### config.mk
export PLATFORM = sky130hd
export DESIGN_NAME = additive_sine_synth_normalizer_core
export DESIGN_NICKNAME = d
export VERILOG_FILES = /design/src/rtl/assn_pkg.sv /design/src/rtl/additive_sine_synth_normalizer_core.sv
export SDC_FILE = /design/constraint.sdc
export NUM_CORES = 2
export LEC_CHECK = 0
export ABC_AREA = 1
export BUFFER_PORTS_ARGS = -buffer_cell sky130_fd_sc_hd__buf_2
export CORE_MARGIN = 4
export CORE_UTILIZATION = 45
export DETAILED_ROUTE_END_ITERATION = 7
export MAX_ROUTING_LAYER = met4
export PLACE_DENSITY = 0.56
export SYNTH_ARGS = -nofsm -noshare
export SYNTH_HDL_FRONTEND = slang
export SYNTH_SLANG_ARGS = --single-unit
export TNS_END_PERCENT = 20
### constraint.sdc
create_clock -name i_clk -period 11.6 [get_ports i_clk]
set_input_delay 2.32 -clock i_clk [delete_from_list [all_inputs] [get_ports i_clk]]
set_output_delay 2.32 -clock i_clk [all_outputs]
set_load 0.01 [all_outputs]
### src/rtl/assn_pkg.sv
package assn_pkg;

    localparam int MAX_PARTIALS = 6;
    localparam int PHASE_BITS   = 32;
    localparam int AMP_BITS     = 10;
    localparam int SUM_BITS     = 20;
    localparam int ACC_BITS     = 29;
    localparam int QTR_DEPTH    = 256;
    localparam int DIV_BITS     = 37;

    localparam logic [2:0] REG_FUND_STEP = 3'd0;
    localparam logic [2:0] REG_RATIOS    = 3'd1;
    localparam logic [2:0] REG_AMPS      = 3'd2;
    localparam logic [2:0] REG_COUNT     = 3'd3;
    localparam logic [2:0] REG_PEAK      = 3'd4;

    typedef struct packed {
        logic pass_sel;
        logic restart;
    } t_in;

    typedef struct packed {
        logic signed [15:0] sample;
        logic               flat;
    } t_out;

    typedef logic [QTR_DEPTH-1:0][14:0] t_qtr;

    // Quarter-wave magnitude for a distance of rem quarter-steps from zero phase.
    function automatic logic [14:0] sine_mag(input logic [63:0] rem);
        logic [63:0] x;
        logic [63:0] x2;
        logic [63:0] t;
        logic [63:0] s;
        logic [63:0] mag;
        x  = (64'd1686629713 * rem) >> 8;
        x2 = (x * x) >> 30;
        t  = 64'd1 << 30;
        t  = (64'd1 << 30) - (((x2 * t) >> 30) / 64'd156);
        t  = (64'd1 << 30) - (((x2 * t) >> 30) / 64'd110);
        t  = (64'd1 << 30) - (((x2 * t) >> 30) / 64'd72);
        t  = (64'd1 << 30) - (((x2 * t) >> 30) / 64'd42);
        t  = (64'd1 << 30) - (((x2 * t) >> 30) / 64'd20);
        t  = (64'd1 << 30) - (((x2 * t) >> 30) / 64'd6);
        s   = (x * t) >> 30;
        mag = (s * 64'd32767 + (64'd1 << 29)) >> 30;
        if (mag > 64'd32767) begin
            mag = 64'd32767;
        end
        return mag[14:0];
    endfunction

    function automatic t_qtr build_qtr();
        t_qtr tab;
        for (int i = 0; i < QTR_DEPTH; i++) begin
            tab[i] = sine_mag(64'(i));
        end
        return tab;
    endfunction

    localparam t_qtr SINE_QTR = build_qtr();
    // The quarter-wave peak sits one step past the end of the table.
    localparam logic [14:0] SINE_PEAK = sine_mag(64'(QTR_DEPTH));

endpackage

### src/rtl/additive_sine_synth_normalizer_core.sv
// Additive sine synthesizer with min/max normalization. Each item is one tick: a measure
// tick (pass_sel 0) regenerates the partial sum and widens min/max (a restart sets both
// to it) without a result, an emit tick (pass_sel 1) regenerates it and returns one sample
// scaled onto +-peak, or a flat zero for a zero range. One shared multiplier and a
// quarter-wave sine table serve all partials in turn: a measure restart first derives the
// phase steps of the configured partials, every tick then reads, multiplies and
// accumulates each active partial, an emit tick holds its result until it is taken, and
// an emit tick with a nonzero range adds setup and bit-serial division. The block is not
// ready while an item is in work or its result waits.
module additive_sine_synth_normalizer_core
    import assn_pkg::*;
(
    input  logic        i_clk,
    input  logic        i_rst_n,
    input  logic        i_in_valid,
    output logic        o_in_ready,
    input  t_in         i_in_data,
    output logic        o_out_valid,
    input  logic        i_out_ready,
    output t_out        o_out_data,
    input  logic        i_cfg_valid,
    output logic        o_cfg_ready,
    input  logic [2:0]  i_cfg_index,
    input  logic [59:0] i_cfg_data
);

    localparam logic [3:0] S_IDLE = 4'd0;
    localparam logic [3:0] S_SMUL = 4'd1;
    localparam logic [3:0] S_SCHK = 4'd2;
    localparam logic [3:0] S_SYN  = 4'd3;
    localparam logic [3:0] S_RD   = 4'd4;
    localparam logic [3:0] S_MUL  = 4'd5;
    localparam logic [3:0] S_ACC  = 4'd6;
    localparam logic [3:0] S_FIN  = 4'd7;
    localparam logic [3:0] S_SCL  = 4'd8;
    localparam logic [3:0] S_DIV  = 4'd9;
    localparam logic [3:0] S_OUT  = 4'd10;

    logic [3:0]  r_state;
    logic [31:0] r_fund;
    logic [59:0] r_ratios;
    logic [59:0] r_amps;
    logic [2:0]  r_count;
    logic [14:0] r_peak;

    logic [PHASE_BITS-1:0] r_phase [MAX_PARTIALS];
    logic [PHASE_BITS-1:0] r_step  [MAX_PARTIALS];
    logic [2:0]            r_active;
    logic [2:0]            r_n;
    logic [2:0]            r_lim;
    logic                  r_emit;
    logic                  r_restart_q;
    logic signed [SUM_BITS-1:0] r_min;
    logic signed [SUM_BITS-1:0] r_max;
    logic [SUM_BITS-1:0]   r_scale;
    logic signed [ACC_BITS-1:0] r_acc;
    logic signed [15:0]    r_sine;
    logic signed [54:0]    r_prod;
    logic [20:0]           r_rem;
    logic [DIV_BITS-1:0]   r_quo;
    logic [5:0]            r_cnt;
    logic                  r_neg;
    t_out                  r_out;

    // Shared multiplier operands.
    logic signed [32:0] mul_a;
    logic signed [21:0] mul_b;
    logic signed [SUM_BITS-1:0] x_val;
    logic signed [22:0] diff;
    logic [9:0]  tab_idx;
    logic [7:0]  tab_rem;
    logic        tab_peak;
    logic [14:0] tab_mag;
    logic [41:0] full;
    logic [DIV_BITS-1:0] t_mag;
    logic [21:0] rem_sh;
    logic [21:0] rem_sub;

    assign x_val = r_acc[ACC_BITS-1:9];
    assign diff  = ((23'(x_val) - 23'(r_min)) <<< 1) - $signed({3'b000, r_scale});
    assign full  = r_prod[41:0];

    always_comb begin
        mul_a = 33'(r_sine);
        mul_b = $signed({12'd0, r_amps[10*r_n +: AMP_BITS]});
        case (r_state)
            S_SMUL: begin
                mul_a = $signed({1'b0, r_fund});
                mul_b = $signed({12'd0, r_ratios[10*r_n +: AMP_BITS]});
            end
            S_FIN: begin
                mul_a = 33'(diff);
                mul_b = $signed({7'd0, r_peak});
            end
            default: ;
        endcase
    end

    assign tab_idx  = r_phase[r_n][PHASE_BITS-1 -: 10];
    assign tab_peak = tab_idx[8] && (tab_idx[7:0] == 8'd0);
    assign tab_rem  = tab_idx[8] ? (8'd0 - tab_idx[7:0]) : tab_idx[7:0];
    assign tab_mag  = tab_peak ? SINE_PEAK : SINE_QTR[tab_rem];

    assign t_mag   = r_prod[54] ? DIV_BITS'(-r_prod) : r_prod[DIV_BITS-1:0];
    assign rem_sh  = {r_rem, r_quo[DIV_BITS-1]};
    assign rem_sub = rem_sh - {2'b00, r_scale};

    assign o_in_ready  = (r_state == S_IDLE);
    assign o_out_valid = (r_state == S_OUT);
    assign o_out_data  = r_out;
    assign o_cfg_ready = 1'b1;

    always_ff @(posedge i_clk) begin
        r_prod <= mul_a * mul_b;
        if (r_state == S_RD) begin
            r_sine <= tab_idx[9] ? -$signed({1'b0, tab_mag}) : $signed({1'b0, tab_mag});
        end
    end

    always_ff @(posedge i_clk) begin
        if (!i_rst_n) begin
            r_state  <= S_IDLE;
            r_fund   <= 32'd42852282;
            r_ratios <= 60'd649081777758211328;
            r_amps   <= 60'd537395712;
            r_count  <= 3'd6;
            r_peak   <= 15'd22334;
            r_active <= '0;
            r_min    <= '0;
            r_max    <= '0;
            r_scale  <= '0;
            r_n      <= '0;
            r_lim    <= '0;
            r_emit   <= 1'b0;
            for (int i = 0; i < MAX_PARTIALS; i++) begin
                r_phase[i] <= '0;
                r_step[i]  <= '0;
            end
        end else begin
            if (i_cfg_valid) begin
                unique case (i_cfg_index)
                    REG_FUND_STEP: r_fund   <= i_cfg_data[31:0];
                    REG_RATIOS:    r_ratios <= i_cfg_data;
                    REG_AMPS:      r_amps   <= i_cfg_data;
                    REG_COUNT:     r_count  <= i_cfg_data[2:0];
                    REG_PEAK:      r_peak   <= i_cfg_data[14:0];
                    default: ;
                endcase
            end
            unique case (r_state)
                S_IDLE: begin
                    if (i_in_valid) begin
                        r_emit <= i_in_data.pass_sel;
                        r_n    <= '0;
                        r_state <= (i_in_data.restart && !i_in_data.pass_sel &&
                                    r_count != 3'd0) ? S_SMUL : S_SYN;
                        if (i_in_data.restart) begin
                            for (int i = 0; i < MAX_PARTIALS; i++) begin
                                r_phase[i] <= '0;
                            end
                            if (i_in_data.pass_sel) begin
                                r_scale <= SUM_BITS'(r_max - r_min);
                            end else begin
                                for (int i = 0; i < MAX_PARTIALS; i++) begin
                                    r_step[i] <= '0;
                                end
                                r_active <= '0;
                                r_lim <= (r_count > 3'(MAX_PARTIALS)) ?
                                         3'(MAX_PARTIALS) : r_count;
                            end
                        end
                    end
                end
                S_SMUL: r_state <= S_SCHK;
                S_SCHK: begin
                    // A partial at or above Nyquist ends the list.
                    if (full[41:39] != 3'd0) begin
                        r_state <= S_SYN;
                    end else begin
                        r_step[r_n] <= full[39:8];
                        r_active    <= r_n + 3'd1;
                        r_n         <= r_n + 3'd1;
                        r_state     <= (r_n + 3'd1 == r_lim) ? S_SYN : S_SMUL;
                    end
                end
                S_SYN: begin
                    r_n   <= '0;
                    r_acc <= '0;
                    r_state <= (r_active == 3'd0) ? S_FIN : S_RD;
                end
                S_RD: begin
                    r_phase[r_n] <= r_phase[r_n] + r_step[r_n];
                    r_state <= S_MUL;
                end
                S_MUL: r_state <= S_ACC;
                S_ACC: begin
                    r_acc <= r_acc + r_prod[ACC_BITS-1:0];
                    r_n   <= r_n + 3'd1;
                    r_state <= (r_n + 3'd1 == r_active) ? S_FIN : S_RD;
                end
                S_FIN: begin
                    if (!r_emit) begin
                        r_state <= S_IDLE;
                    end else if (r_scale == '0) begin
                        r_out.sample <= '0;
                        r_out.flat   <= 1'b1;
                        r_state <= S_OUT;
                    end else begin
                        r_state <= S_SCL;
                    end
                end
                S_SCL: begin
                    r_neg <= r_prod[54];
                    r_quo <= t_mag;
                    r_rem <= '0;
                    r_cnt <= '0;
                    r_state <= S_DIV;
                end
                S_DIV: begin
                    if (r_cnt == 6'(DIV_BITS)) begin
                        if (r_quo > 37'd32767) begin
                            r_out.sample <= r_neg ? -16'sd32767 : 16'sd32767;
                        end else begin
                            r_out.sample <= r_neg ? -$signed(r_quo[15:0]) :
                                            $signed(r_quo[15:0]);
                        end
                        r_out.flat <= 1'b0;
                        r_state <= S_OUT;
                    end else begin
                        if (!rem_sub[21]) begin
                            r_rem <= rem_sub[20:0];
                            r_quo <= {r_quo[DIV_BITS-2:0], 1'b1};
                        end else begin
                            r_rem <= rem_sh[20:0];
                            r_quo <= {r_quo[DIV_BITS-2:0], 1'b0};
                        end
                        r_cnt <= r_cnt + 6'd1;
                    end
                end
                S_OUT: begin
                    if (i_out_ready) begin
                        r_state <= S_IDLE;
                    end
                end
                default: r_state <= S_IDLE;
            endcase
            // Min/max tracking at the end of a measure tick.
            if (r_state == S_FIN && !r_emit) begin
                if (r_restart_q) begin
                    r_min <= x_val;
                    r_max <= x_val;
                end else begin
                    if (x_val > r_max) begin
                        r_max <= x_val;
                    end
                    if (x_val < r_min) begin
                        r_min <= x_val;
                    end
                end
            end
        end
    end

    always_ff @(posedge i_clk) begin
        if (!i_rst_n) begin
            r_restart_q <= 1'b0;
        end else if (r_state == S_IDLE && i_in_valid) begin
            r_restart_q <= i_in_data.restart;
        end
    end

    a_no_overlap: assert property (@(posedge i_clk) disable iff (!i_rst_n)
        !(o_in_ready && o_out_valid)) else $error("ready while result pending");
    a_flat_zero: assert property (@(posedge i_clk) disable iff (!i_rst_n)
        o_out_valid && o_out_data.flat |-> o_out_data.sample == 16'sd0)
        else $error("flat sample not zero");
    a_active_range: assert property (@(posedge i_clk) disable iff (!i_rst_n)
        r_active <= 3'(MAX_PARTIALS)) else $error("too many active partials");
    a_min_max: assert property (@(posedge i_clk) disable iff (!i_rst_n)
        r_min <= r_max) else $error("min above max");

endmodule

# Word level (Yosys, flattened, before mapping)

Memories as Yosys holds them, arrays and structs flattened. A register that Yosys moved wholly into a read port is not among the register bits.
Index checks and enable logic that the tools add are counted.

Register bits after elaboration: 421
RAM bits: 384
ROM bits: 3,840
Input bits: 70
Output and inout bits: 20
Logic and storage cells: 214
Memories kept: 3

Memories:

| name             | depth | width | rd ports | clocked after memory_dff | wr ports | line                                       | source |
|---|---|---|---|---|---|---|---|
| (name not given) | 256   | 15    | 1        | 0                        | 0        | additive_sine_synth_normalizer_core.sv:102 | `assign tab_mag = tab_peak ? SINE_PEAK : SINE_QTR[tab_rem];` |
| r_phase          | 6     | 32    | 1        | 1                        | 6        | additive_sine_synth_normalizer_core.sv:46  | `logic [PHASE_BITS-1:0] r_phase [MAX_PARTIALS];` |
| r_step           | 6     | 32    | 1        | 1                        | 6        | additive_sine_synth_normalizer_core.sv:47  | `logic [PHASE_BITS-1:0] r_step [MAX_PARTIALS];` |

Add/sub/neg operators: 12
Multiply operators: 2
Order comparisons: 5
Equality and inequality tests: 26
Shifts and indexed selects: 2
Mux-type cells: 87
Bitwise operators: 13
Reductions and logical operators: 40

Operator list:

| cell                                                 | number |
|---|---|
| two-way mux 32 bit                                   | 14 |
| variable part select 60 x 8 -> 10 bit                | 2 |
| two-way mux 20 bit                                   | 4 |
| two-way mux 37 bit                                   | 2 |
| case mux 37 bit (2 select lines)                     | 1 |
| case mux 33 bit (2 select lines)                     | 1 |
| OR reduction 32 bit                                  | 2 |
| case mux 29 bit (2 select lines)                     | 1 |
| two-way mux 17 bit                                   | 3 |
| multiplier 33 x 16 -> 49 bit                         | 1 |
| two-way mux 16 bit                                   | 3 |
| two-way mux 15 bit                                   | 3 |
| case mux 4 bit (11 select lines)                     | 1 |
| two-way mux 21 bit                                   | 2 |
| case mux 21 bit (2 select lines)                     | 1 |
| > comparator 37 x 15 -> 1 bit, second input constant | 1 |
| negation 37 bit                                      | 1 |
| two-way mux 3 bit                                    | 12 |
| case mux 17 bit (2 select lines)                     | 1 |
| adder 32 bit                                         | 1 |
| case mux 15 bit (2 select lines)                     | 1 |
| adder 29 bit                                         | 1 |
| subtractor 22 x 21 -> 23 bit                         | 1 |
| two-way mux 1 bit                                    | 22 |
| 46 further kinds                                     | 105 |

# Longest topological paths before layout

Depth in word-level cells: 8
Depth in mapped cells: 51
Gate-level depth less buffers: 51

# Least setup slack after synthesis

Ideal clock, no wire load.

Kind: reg-to-reg
Start: register r_acc[11]
End: register r_prod[29]
Library setup time: 0.072 ns
Arrival: 8.607 ns
Data required time: 11.528 ns
Path slack: 2.921 ns
Cell stages (with the launch flop): 41
Buffers on the path: 1
Clock period less this slack: 8.679 ns
Path through: edfxtp_1 ha_1 inv_1 o31ai_1 a21oi_1 nor2_1 nor2_1 o21ai_0 a31oi_1 xnor2_1 ha_1 a21oi_1 o21ai_0 a21oi_1 o21ai_0 nand3_1 o21ai_0 inv_1 [5 not listed] fa_1 fa_1 inv_1 fa_1 inv_1 fa_1 ha_1 a21oi_1 a21boi_0 o21ai_0 a21oi_1 o21ai_0 a21boi_0 inv_1 a21oi_1 inv_1 a21oi_1 xnor2_1

Word-level cells in the longest chain between the ends: 4

RTL lines:

| element                          | line                                       | source |
|---|---|---|
| from (decl)                      | additive_sine_synth_normalizer_core.sv:56  | `logic signed [ACC_BITS-1:0] r_acc;` |
| from (signal assigned)           | additive_sine_synth_normalizer_core.sv:197 | `r_acc <= r_acc + r_prod[ACC_BITS-1:0];` |
| subtractor 20 x 20 -> 21 bit     | additive_sine_synth_normalizer_core.sv:80  | `assign diff = ((23'(x_val) - 23'(r_min)) <<< 1) - $signed({3'b000, r_scale});` |
| subtractor 22 x 21 -> 23 bit     | additive_sine_synth_normalizer_core.sv:80  |  |
| case mux 33 bit (2 select lines) | additive_sine_synth_normalizer_core.sv:86  | `case (r_state)` |
| multiplier 33 x 16 -> 49 bit     | additive_sine_synth_normalizer_core.sv:114 | `r_prod <= mul_a * mul_b;` |
| to (signal assigned)             | additive_sine_synth_normalizer_core.sv:114 |  |
| to (decl)                        | additive_sine_synth_normalizer_core.sv:58  | `logic signed [54:0] r_prod;` |

No other way between the ends.
A chain may end at the register's enable or synchronous reset.

# Final worst setup path

Ends and elaborated chain as after synthesis.

==> out/results.md <==
| Item | This run |
|---|---|
| Clock Skew | 0.0781 ns |
| Max Clk Rate | 0.0954 GHz |
| Total gr overflow | 0 |
| Post-Syn Area | 0.0670 mm^2 |
| CTS max path bufs | 3 |
| Total of cells resized after clock tree synthesis | 0 |
| Number of primary I/O pins | 90 |
| Area share of the leading cell type in the synthesized netlist | 0.286 |
| Crit Path Max Fanout | 13 |
| Class of the tightest hold or removal check | reg2reg |
| Startpoint of the worst-slack reg-to-reg timing path | r_acc[11]$_SDFFCE_PN0P_ |
| Register area share after synthesis | 0.373 |
| FFs w/ async S/R, synth | 0 |
| Xor and xnor area share after synthesis | 0.0255 |
| Post-synthesis simple-gate area fraction | 0.204 |
| Maximum number of pins on one net before global-route repair | 192 |
| Worst Hold Slack | 0.453 ns |
| Site row count | 141 |
| Highest-delay cell along the critical path | sky130_fd_sc_hd__fa_1 |
| Die Ht | 394 um |
| Mapped Cells | 8179 |
| Post-route ant nets | 0 |
| Synth Register Bits | 930 |
| Data arrival time at the worst-slack endpoint | 11.14 ns |
| Number of warnings printed during yosys synthesis | 0 |
| Average instance area after synthesis | 8.20 um^2 |
| Routed length per placed instance | 22.7 um |
| Share of the synthesized area in compound gates (AO/OA/AOI/OAI) | 0.113 |
| Number of remaining DRC errors | 0 |
| Most common cell after layout, fill and taps aside | sky130_fd_sc_hd__nor2_1 |
| Worst setup SP type | flip-flop |
| Number of failing hold endpoints at the final stage | 0 |
| Sink Count | 930 |
| Number of port buffers | 88 |
| Main synth FF type | sky130_fd_sc_hd__edfxtp_1 |
| Via count | 56384 |
| Setup_tns | 0 ns |
| Final Slew Violations | 0 |
| Critical register-to-register path endpoint | r_prod[29]$_DFF_P_ |
| Number of nets at the end of the flow | 8956 |
| Slew at the pin closest to its max-slew limit | 1.29 ns |
| Post-synthesis cell type count | 65 |
| H-tree levels | 3 |
| Starting DRC count in detailed routing | 5474 |
| Total routing usage reported by global routing | 0.301 |
| Area of the core | 0.148 mm^2 |
| Die area | 0.155 mm^2 |
| Hold Buf Count CTS | 0 |
| First-pass iteration count of the detailed router | 5 |
| Category of the most critical setup path | reg2reg |
| Number of maximum-capacitance constraint violations | 0 |
| Count of cell instances traversed by the critical path | 39 |
| Portion of the clock cycle consumed by the worst path in the final layout | 0.904 |
| Initial antenna violation count | 7 |
| RSZ-0062 raised after global routing | no |
| Cell taking the most area after synthesis | sky130_fd_sc_hd__edfxtp_1 |
| Combinational family with the most area after synthesis | simple AND/OR/NAND/NOR gates |
| Vias/cell | 5.56 |
| Setup repair bufs after CTS | 0 |
| Required @ worst endpoint | 12.25 ns |
| Worst Setup SP | r_acc[11]$_SDFFCE_PN0P_ |
| Number of flops mapped to enable cells by yosys | 639 |
| Post-synthesis share of cell area spent on full adders, half adders and majority gates | 0.198 |
| Clock period minus final worst setup slack | 10.49 ns |
| Clk pin slew, worst setup/hold paths | 0.06 ns |
| Later-pin clock latency in the skew report | 0.75 ns |
| Clock root buffer | sky130_fd_sc_hd__clkbuf_16 |
| Element type at the critical path end | flip-flop |
| Critical path buffer and inverter count | 7 |
| Slowest cell delay on critical path | 0.57 ns |
| Initial core utilization | 0.453 |
| Final setup fails | 0 |
| CTS tree | yes |
| Number of clock buffers inserted by TritonCTS | 105 |
| Top area cells in the synthesized netlist | sky130_fd_sc_hd__edfxtp_1, sky130_fd_sc_hd__fa_1, sky130_fd_sc_hd__dfxtp_1, sky130_fd_sc_hd__nor2_1, sky130_fd_sc_hd__nand2_1 |
| Critical path endpoint | r_prod[29]$_DFF_P_ |
| Result of the run | finished clean |
| Horizontal die dimension | 394 um |
| Cell class contributing the biggest share of worst-path delay | adder cells |
| Final weighted congestion of routability-driven global placement | 1.00 |
| Register-to-register setup slack | 1.11 ns |
| Highest-count cells in the layout ignoring fill and taps | sky130_fd_sc_hd__nor2_1, sky130_fd_sc_hd__nand2_1, sky130_fd_sc_hd__inv_1 |
| Relative area change from synthesis to final layout | 8.53% |
| Relative slew margins | 0.140 |
| Worst r2r path cells | 39 |
| HPWL reported at the end of detailed placement | 163 mm |
| Number of global-route vias before repair | 55041 |
| Mux cell area share after synthesis | 0 |
| Routed WL | 230 mm |
| Wire length of the first global-routing pass | 349 mm |
| Share of layout cells above drive strength 1 | 0.0546 |
==> registers in the layout, indices dropped and copies added, names as in the netlist, 4 cells and up, named ones only <==
signal and count:
r_phase 256, r_step 256, r_amps 60, r_ratios 60
r_prod 43, r_quo 37, r_fund 32, r_acc 29
r_rem 21, r_max 20, r_min 20, r_scale 20
o_out_data 17, r_sine 16, r_peak 15, r_cnt 6
r_state 4
==> area by class of cell <==
class	instances	area, um^2
Clock buffer	149	2970
Fill cell	14465	75100
Antenna cell	6	15.0
Inverter	1128	4250
Clock inverter	48	489
Tap cell	1930	2410
Multi-Input combinational cell	5758	36400
Timing Repair Buffer	186	1210
Sequential cell	930	25000
==> worst min-delay path, cell delays in order, from the launching register on <==
cell	delay, ns
sky130_fd_sc_hd__dfxtp_1	0.30
sky130_fd_sc_hd__inv_1	0.05
sky130_fd_sc_hd__a21oi_1	0.05
==> synthesized netlist by cell type (17+ instances only) <==
cell	instances
sky130_fd_sc_hd__nand3_1	355
sky130_fd_sc_hd__nor3_1	47
sky130_fd_sc_hd__xor2_1	120
sky130_fd_sc_hd__o21ai_1	28
sky130_fd_sc_hd__xnor2_1	75
sky130_fd_sc_hd__o211ai_1	38
sky130_fd_sc_hd__a31oi_1	78
sky130_fd_sc_hd__dfxtp_1	291
sky130_fd_sc_hd__ha_1	304
sky130_fd_sc_hd__o21a_1	23
sky130_fd_sc_hd__fa_1	473
sky130_fd_sc_hd__buf_4	22
sky130_fd_sc_hd__o22ai_1	68
sky130_fd_sc_hd__inv_1	1095
sky130_fd_sc_hd__nand2_1	1399
sky130_fd_sc_hd__clkbuf_1	279
sky130_fd_sc_hd__clkinv_1	20
sky130_fd_sc_hd__a211oi_1	17
sky130_fd_sc_hd__a21oi_1	405
sky130_fd_sc_hd__buf_1	18
sky130_fd_sc_hd__nor2_1	1465
sky130_fd_sc_hd__edfxtp_1	639
sky130_fd_sc_hd__buf_2	41
sky130_fd_sc_hd__nand4_1	42
sky130_fd_sc_hd__o21ai_0	661
==> routing by layer <==
metal / global-route usage / wire (um) / part of all wire / up-vias
li1: - / - / - / 26297
met1: 0.430 / 104000 / 0.45 / 27600
met2: 0.455 / 103000 / 0.45 / 2180
met3: 0.0418 / 17900 / 0.078 / 307
met4: 0.0744 / 5740 / 0.025 / 0
met5: - / 0 / 0 / -
==> cells by family after synthesis <==
family | Yosys count
AND/OR/NAND/NOR | 3390
AO/OA/AOI/OAI | 1389
XOR/XNOR | 195
flip-flops | 930
other | 2
adder cells (fa/ha/maj) | 777
buffers and inverters | 1496
==> how the worst min path moves through the flow <==
stage,startpoint,end,slack (ns),depth (start not counted)
floorplan,r_ratios[27]$_SDFFE_PN1P_,r_ratios[27]$_SDFFE_PN1P_,0.42,2
global placement,r_ratios[9]$_SDFFE_PN0P_,r_ratios[9]$_SDFFE_PN0P_,0.44,2
detailed placement,r_ratios[9]$_SDFFE_PN0P_,r_ratios[9]$_SDFFE_PN0P_,0.44,2
CTS,r_ratios[9]$_SDFFE_PN0P_,r_ratios[9]$_SDFFE_PN0P_,0.45,2
global route,r_ratios[29]$_SDFFE_PN0P_,r_ratios[29]$_SDFFE_PN0P_,0.47,2
finish,r_ratios[9]$_SDFFE_PN0P_,r_ratios[9]$_SDFFE_PN0P_,0.45,2
==> per-stage QoR <==
stage / cell area, um^2 / instances / util / setup slack (ns)
after floorplan: 67000 / 8184 / - / 2.92
after global placement: 69300 / 9932 / 0.469 / 1.39
after detailed placement: 69300 / 9932 / 0.469 / 1.26
after CTS: 72700 / 10129 / 0.492 / 1.26
after global routing: 72700 / 10131 / 0.492 / 0.358
final: 72700 / 10135 / 0.492 / 1.11
Power is not shown: default switching activity piles up to over one toggle a cycle in this logic, so the estimate is an artifact.
